`src/sv/isort_pkg.sv`:
```
package isort_pkg;

  localparam int MAX_KEYS_DEF = 64;
  localparam int KEY_BITS_DEF = 16;

  // per-cycle command broadcast to every cell of the chain
  typedef struct packed {
    logic ins;  // insert the broadcast key
    logic pop;  // shift the whole chain one place towards cell 0
  } cell_ctl_t;

endpackage

```
`src/sv/isort_if.sv`:
```
interface isort_in_if #(
  parameter int KEY_BITS = isort_pkg::KEY_BITS_DEF
);
  logic                valid;
  logic                ready;
  logic [KEY_BITS-1:0] key_value;
  logic                final_key;

  modport source (output valid, output key_value, output final_key, input ready);
  modport sink   (input valid, input key_value, input final_key, output ready);
endinterface

interface isort_out_if #(
  parameter int KEY_BITS = isort_pkg::KEY_BITS_DEF
);
  logic                valid;
  logic                ready;
  logic [KEY_BITS-1:0] sorted_value;
  logic                run_end;
  logic                dropped_keys;

  modport source (output valid, output sorted_value, output run_end, output dropped_keys,
                  input ready);
  modport sink   (input valid, input sorted_value, input run_end, input dropped_keys,
                  output ready);
endinterface

```
`src/sv/isort_cell.sv`:
```
module isort_cell #(
  parameter int KEY_BITS = isort_pkg::KEY_BITS_DEF
) (
  input  logic                clk,
  input  logic                rst_n,
  input  isort_pkg::cell_ctl_t ctl,
  input  logic [KEY_BITS-1:0] new_key,
  input  logic                left_occ,
  input  logic                left_gt,
  input  logic [KEY_BITS-1:0] left_key,
  input  logic                right_occ,
  input  logic [KEY_BITS-1:0] right_key,
  output logic                occ,
  output logic                gt,
  output logic [KEY_BITS-1:0] key
);

  logic                occ_r, occ_nxt;
  logic [KEY_BITS-1:0] key_r, key_nxt;

  // strictly greater keeps equal keys in arrival order
  assign gt  = occ_r && (key_r > new_key);
  assign occ = occ_r;
  assign key = key_r;

  always_comb begin
    occ_nxt = occ_r;
    key_nxt = key_r;
    if (ctl.pop) begin
      occ_nxt = right_occ;
      key_nxt = right_key;
    end else if (ctl.ins) begin
      priority if (gt) begin
        key_nxt = left_gt ? left_key : new_key;
      end else if (!occ_r) begin
        occ_nxt = left_occ;
        key_nxt = left_gt ? left_key : new_key;
      end else begin
        key_nxt = key_r;
      end
    end
  end

  always_ff @(posedge clk) begin
    if (!rst_n) begin
      occ_r <= 1'b0;
    end else begin
      occ_r <= occ_nxt;
    end
    key_r <= key_nxt;
  end

endmodule

```
`src/sv/insertion_sorter_core.sv`:
```
// input: a key is placed in the cell chain at the edge that accepts it, one key per cycle;
// a key taken while the chain is full is dropped and sets the overflow flag
// output: the final key's transaction sets the drain state, from which results are registered
// into the output register one per cycle while the receiver takes them, by the single drain
// path through cell 0; no input is taken while the chain drains
// reset: all cells empty, overflow flag and output valid cleared, ready for input
module insertion_sorter_core #(
  parameter int MAX_KEYS = isort_pkg::MAX_KEYS_DEF,
  parameter int KEY_BITS = isort_pkg::KEY_BITS_DEF
) (
  input  logic        clk,
  input  logic        rst_n,
  isort_in_if.sink    in_if,
  isort_out_if.source out_if
);

  typedef enum logic [1:0] {
    ST_LOAD  = 2'b01,
    ST_DRAIN = 2'b10
  } state_t;

  state_t state_r, state_nxt;
  logic   ovf_r, ovf_nxt;
  logic   out_valid_r, out_valid_nxt;
  logic   out_end_r, out_end_nxt;
  logic   out_drop_r, out_drop_nxt;
  logic [KEY_BITS-1:0] out_key_r, out_key_nxt;

  logic [MAX_KEYS-1:0] occ_w;
  logic [MAX_KEYS-1:0] gt_w;
  logic [KEY_BITS-1:0] key_w [MAX_KEYS];

  isort_pkg::cell_ctl_t ctl;
  logic in_acc;
  logic full;
  logic last_pop;

  assign in_if.ready = (state_r == ST_LOAD);
  assign in_acc      = in_if.valid && in_if.ready;
  assign full        = occ_w[MAX_KEYS-1];

  assign ctl.ins  = in_acc && !full;
  assign ctl.pop  = (state_r == ST_DRAIN) && (!out_valid_r || out_if.ready);
  assign last_pop = ctl.pop && !occ_w[1];

  for (genvar i = 0; i < MAX_KEYS; i++) begin : g_cell
    logic                l_occ, l_gt, r_occ;
    logic [KEY_BITS-1:0] l_key, r_key;

    if (i == 0) begin : g_head
      // head cell behaves as if a smaller key sits to its left
      assign l_occ = 1'b1;
      assign l_gt  = 1'b0;
      assign l_key = '0;
    end else begin : g_body
      assign l_occ = occ_w[i-1];
      assign l_gt  = gt_w[i-1];
      assign l_key = key_w[i-1];
    end

    if (i == MAX_KEYS - 1) begin : g_tail
      assign r_occ = 1'b0;
      assign r_key = '0;
    end else begin : g_mid
      assign r_occ = occ_w[i+1];
      assign r_key = key_w[i+1];
    end

    isort_cell #(
      .KEY_BITS (KEY_BITS)
    ) u_cell (
      .clk       (clk),
      .rst_n     (rst_n),
      .ctl       (ctl),
      .new_key   (in_if.key_value),
      .left_occ  (l_occ),
      .left_gt   (l_gt),
      .left_key  (l_key),
      .right_occ (r_occ),
      .right_key (r_key),
      .occ       (occ_w[i]),
      .gt        (gt_w[i]),
      .key       (key_w[i])
    );
  end

  always_comb begin
    state_nxt     = state_r;
    ovf_nxt       = ovf_r;
    out_valid_nxt = out_valid_r;
    out_key_nxt   = out_key_r;
    out_end_nxt   = out_end_r;
    out_drop_nxt  = out_drop_r;

    if (out_valid_r && out_if.ready) begin
      out_valid_nxt = 1'b0;
    end

    unique case (state_r)
      ST_LOAD: begin
        if (in_acc) begin
          if (full) begin
            ovf_nxt = 1'b1;
          end
          if (in_if.final_key) begin
            state_nxt = ST_DRAIN;
          end
        end
      end
      ST_DRAIN: begin
        if (ctl.pop) begin
          out_valid_nxt = 1'b1;
          out_key_nxt   = key_w[0];
          out_end_nxt   = !occ_w[1];
          out_drop_nxt  = ovf_r;
          if (last_pop) begin
            state_nxt = ST_LOAD;
            ovf_nxt   = 1'b0;
          end
        end
      end
      default: begin
        state_nxt = ST_LOAD;
      end
    endcase
  end

  always_ff @(posedge clk) begin
    if (!rst_n) begin
      state_r     <= ST_LOAD;
      ovf_r       <= 1'b0;
      out_valid_r <= 1'b0;
    end else begin
      state_r     <= state_nxt;
      ovf_r       <= ovf_nxt;
      out_valid_r <= out_valid_nxt;
    end
    out_key_r  <= out_key_nxt;
    out_end_r  <= out_end_nxt;
    out_drop_r <= out_drop_nxt;
  end

  assign out_if.valid        = out_valid_r;
  assign out_if.sorted_value = out_key_r;
  assign out_if.run_end      = out_end_r;
  assign out_if.dropped_keys = out_drop_r;

  // occupied cells always form an unbroken run from cell 0
  a_occ_contiguous: assert property (@(posedge clk) disable iff (!rst_n)
    (occ_w & (occ_w + 1'b1)) == '0)
    else $error("cell occupancy has a gap");

  a_drain_nonempty: assert property (@(posedge clk) disable iff (!rst_n)
    (state_r == ST_DRAIN) |-> occ_w[0])
    else $error("draining with an empty chain");

  a_final_starts_drain: assert property (@(posedge clk) disable iff (!rst_n)
    (in_acc && in_if.final_key) |=> (state_r == ST_DRAIN))
    else $error("final key did not start the drain");

  a_last_empties: assert property (@(posedge clk) disable iff (!rst_n)
    last_pop |=> (occ_w == '0) && !ovf_r)
    else $error("chain not empty after the last result");

endmodule
```
`src/flat_wrapper.sv`:
```
// flat-port wrapper written by rule: the top's interface ports become plain ports
module insertion_sorter_core_flat 
#(
  parameter int MAX_KEYS = isort_pkg::MAX_KEYS_DEF,
  parameter int KEY_BITS = isort_pkg::KEY_BITS_DEF
)
  (clk, rst_n, in_if_valid, in_if_key_value, in_if_final_key, in_if_ready, out_if_valid, out_if_sorted_value, out_if_run_end, out_if_dropped_keys, out_if_ready);
  isort_in_if #(.KEY_BITS(KEY_BITS)) in_if_i ();
  isort_out_if #(.KEY_BITS(KEY_BITS)) out_if_i ();
  input  logic clk;
  input  logic rst_n;
  input wire logic [$bits(in_if_i.valid)-1:0] in_if_valid;
  input wire logic [$bits(in_if_i.key_value)-1:0] in_if_key_value;
  input wire logic [$bits(in_if_i.final_key)-1:0] in_if_final_key;
  output wire logic [$bits(in_if_i.ready)-1:0] in_if_ready;
  output wire logic [$bits(out_if_i.valid)-1:0] out_if_valid;
  output wire logic [$bits(out_if_i.sorted_value)-1:0] out_if_sorted_value;
  output wire logic [$bits(out_if_i.run_end)-1:0] out_if_run_end;
  output wire logic [$bits(out_if_i.dropped_keys)-1:0] out_if_dropped_keys;
  input wire logic [$bits(out_if_i.ready)-1:0] out_if_ready;
  assign in_if_i.valid = in_if_valid;
  assign in_if_i.key_value = in_if_key_value;
  assign in_if_i.final_key = in_if_final_key;
  assign in_if_ready = in_if_i.ready;
  assign out_if_valid = out_if_i.valid;
  assign out_if_sorted_value = out_if_i.sorted_value;
  assign out_if_run_end = out_if_i.run_end;
  assign out_if_dropped_keys = out_if_i.dropped_keys;
  assign out_if_i.ready = out_if_ready;
  insertion_sorter_core #(.MAX_KEYS(MAX_KEYS), .KEY_BITS(KEY_BITS)) u_core (.clk(clk), .rst_n(rst_n), .in_if(in_if_i), .out_if(out_if_i));
endmodule
```
`config.mk`:
```
export PLATFORM = sky130hd
export DESIGN_NAME = insertion_sorter_core_flat
export DESIGN_NICKNAME = d
export VERILOG_FILES = /design/src/sv/isort_pkg.sv /design/src/sv/isort_if.sv /design/src/sv/isort_cell.sv /design/src/sv/insertion_sorter_core.sv /design/src/flat_wrapper.sv
export SDC_FILE = /design/constraint.sdc
export NUM_CORES = 2
export LEC_CHECK = 0
export BUFFER_PORTS_ARGS = -buffer_cell sky130_fd_sc_hd__buf_2
export CAP_MARGIN = 0
export CORE_UTILIZATION = 55
export CTS_BUF_LIST = sky130_fd_sc_hd__clkbuf_16
export DETAILED_ROUTE_END_ITERATION = 8
export PLACE_DENSITY = 0.77
export SETUP_SLACK_MARGIN = 0.05
export SYNTH_ARGS = -nofsm -noshare
export SYNTH_HDL_FRONTEND = slang
export SYNTH_SLANG_ARGS = --single-unit
```
`constraint.sdc`:
```
create_clock -name clk -period 5.5 [get_ports clk]
set_input_delay 1.1 -clock clk [delete_from_list [all_inputs] [get_ports clk]]
set_output_delay 1.1 -clock clk [all_outputs]
set_load 0.05 [all_outputs]
```
==> results.cfg <==
[cells_and_area]
final_nets = 8734
stdcell_count = 9700
final.fill_count = 11550
drive_gt1_share_pct = 7.160
areaGrowthSynthToFinish_pct = 7.875

[hold_path]
hold_path_class = flop to flop
hold_start = u_core.g_cell[63].u_cell.key[0]

[clock_tree]
ctsResizeCount = 0
insertion_delay_ns = 0.80
cts_made_buffers = 133
clockBufferDepth = 3
ctsHoldBuffers = 0
cts_tree = built
cts.sinks = 1110
clk_pin_slew_ns = 0.06
cts_setup_buffers = 0
htreeDepth = 4
cts_root_buf = clkbuf_16

[die]
dieWidth_um = 380.2
rows = 138
coreArea_um2 = 141800
io_pins = 41
dieArea_um2 = 144600
initial_utilization_pct = 55.50
die_y_um = 380.2

[synthesis]
netlist-cell-type-count = 57
synth_nets = 8968
async_reset_ff_share_pct = 0
synthFlopType = edfxtp_1
synth_area_leaders = edfxtp_1, ha_1, a221o_1
yosys_warnings = 0
ys_seq_elements = 1110
synth_top_area_share_pct = 39.16
yosysTopAreaCell = edfxtp_1
synth_edf_count = 1026
synth_area_um2 = 78680
ys_seq_area_share_pct = 41.30
syn_inst = 7939
syn-mean-instance-area_um2 = 9.910

[timing]
fin_skew_ns = 0.02840
clock.fmax_mhz = 244.2
period_share_pct = 74.45
finalSetupTns_ns = 0
setup_viol = 0
slew-limit-headroom_pct = 8.698
rsz0062_at_grt = false
drv_slew = 0
period_needed_ns = 4.095
tightest_slew_ns = 1.366
hold_viol_final = 0

[global_route]
overflow = 0
grt_pass1_wl_um = 398200
grt_max_degree = 216
track_usage_pct = 35.16
first_global_vias = 68050
antenna_found_initial = 3

[worst_setup_path]
ff2ff_setup_slack_ns = 1.74
arrival_ns = 4.74
crit_start = in_if_key_value[5]
required_ns = 6.15
worstReg2RegStart = u_core.state_r[1]
cpLargestDelayFamily = buffers and inverters
crit_buf_inv = 3
worstPathMaxFanout = 39
crit_path_start_kind = input port
cpPeakStageDelay_ns = 0.75
path_class = input port to flop
slowest_stage = and2_1
cp-end-kind = flop
crit_chain = buf_2, inv_4, buf_4, ha_1, nand3_1, nand2_1, a21o_1, o2111ai_2, and2_1, a221o_1

[detailed_routing]
postRouteAntennaNets = 0
wl_per_cell_um = 27.27
drc_errors = 0
vias = 71270
dr.pass1.iters = 8
routed_wl_um = 264500
viasPerCell = 7.348
drtIter0Drc = 10190

[power]
p_per_area_nw_per_um2 = 282.9
leakagePower_nw = 33.63
ir_drop_mv = 0.3569

[place]
io_buffers = 40
dp_hpwl_um = 174900
dp.cells = 9460
gp_congestion = 0.9443

[flow_run]
maxCapViolations = 0

[outcome]
run_status = finished clean
## metal layers
metal | up-vias | GRT usage, % | part of all wire, %
li1 | 31130 | - | -
met1 | 34290 | 45.88 | 38
met2 | 4860 | 54.90 | 45
met3 | 993 | 7.128 | 11
met4 | 5 | 18.92 | 5.6
met5 | - | 0.2646 | 0.025
## metrics by stage
stage	util (%)	instance area, µm²	worst slack [ns]	total power, mW	hold slack (ns)
after floorplan	-	78680	0.3728	13.73	0.4090
after detailed placement	56.96	80750	0.8300	15.37	0.4675
after global placement	56.96	80750	0.8990	15.10	0.4618
final	59.87	84870	1.405	24.01	0.4805
after global routing	59.87	84870	1.407	24.77	0.5097
after CTS	59.87	84870	1.654	23.84	0.4791
## registers in the layout, summed over array words and instances, names as in the netlist
| signal | count |
|---|---|
| u_core.out_if.dropped_keys | 1 |
| u_core.out_if.valid | 1 |
| u_core.out_if.sorted_value | 16 |
| u_core.ovf_r | 1 |
| u_core.state_r | 2 |
| u_core.g_cell.u_cell.occ | 64 |
| u_core.g_cell.u_cell.key | 1024 |
| u_core.out_if.run_end | 1 |
## synth_stat cells, types with 18 or more instances
cell       instances
clkbuf_1         357
o211ai_2          20
a41o_1            18
and2_1            46
buf_1             36
o221ai_1          49
nand2_1         1239
o2111ai_1         35
ha_1            1008
nand3_1          311
a31o_2            26
edfxtp_1        1026
a21oi_1         1185
buf_2            212
a31oi_1           23
nand4_1          255
inv_1            131
nor3_2            25
dfxtp_1           84
a221oi_1          30
a21o_1            91
o21ai_0          214
nand3b_1          25
nor2b_1           90
nand2b_1          25
nor2_1           175
a221o_1          773
a211oi_1          43
o211ai_1         238
nor4_1            18
and4_1            26
## worst min-delay path: cells and delay by family, from the launching register on
kind / cells / cell delay, ns
DFF: 1 / 0.31
and+or+nand+nor: 1 / 0.06
AOI/OAI and AO/OA: 1 / 0.06
## area by class of cell
class	instances	area [µm²]	share of cell area [%]
Antenna cell	3	7.507	0.008845
Clock buffer	137	3428	4.039
Clock inverter	100	684.4	0.8064
Inverter	132	540.5	0.6369
Multi-Input combinational cell	6085	43350	51.08
Sequential cell	1110	32490	38.28
Tap cell	1890	2365	2.786
Timing Repair Buffer	243	2004	2.362
## cell families (layout without fill, tap and decap cells)
logic type / count (synthesis) / count (layout) / share of synthesized area, %
buffers and inverters: 744 / 612 / 3.965
other: 0 / 3 / 0
adders and majority gates: 1008 / 1008 / 16.03
AOI/OAI and AO/OA: 2820 / 2820 / 25.50
and+or+nand+nor: 2256 / 2256 / 13.20
muxes: 1 / 1 / 0.01272
DFF: 1110 / 1110 / 41.30
## layout by cell type, fill, tap and decap left out, types with 30 or more instances in the layout
master and n:
a211oi_1 43, a21o_1 91, a21oi_1 1185, a221o_1 773
a221oi_1 30, and2_1 45, buf_2 38, buf_4 183
clkbuf_16 137, dfxtp_1 84, edfxtp_1 1026, ha_1 1008
inv_1 161, nand2_1 1239, nand3_1 311, nand4_1 255
nor2_1 160, nor2b_1 89, o2111ai_1 35, o211ai_1 238
o21ai_0 211, o221ai_1 49
## power by group
group	total, mW	switching [mW]	leakage [nW]	internal (mW)
clock network	8.62	3.71	2.17	4.91
registers	11.1	0.888	10.7	10.3
logic	4.26	2.65	20.8	1.60
## final timing paths
check	to	depth (start not counted)
worst min register to register	u_core.g_cell[63].u_cell.key[0]	2
worst max-delay path	u_core.g_cell[16].u_cell.key[3]	10
worst max register to register	u_core.g_cell[19].u_cell.key[0]	7
worst min-delay path	u_core.g_cell[63].u_cell.key[0]	2
Note: power is estimated with default switching activity, not from simulation.
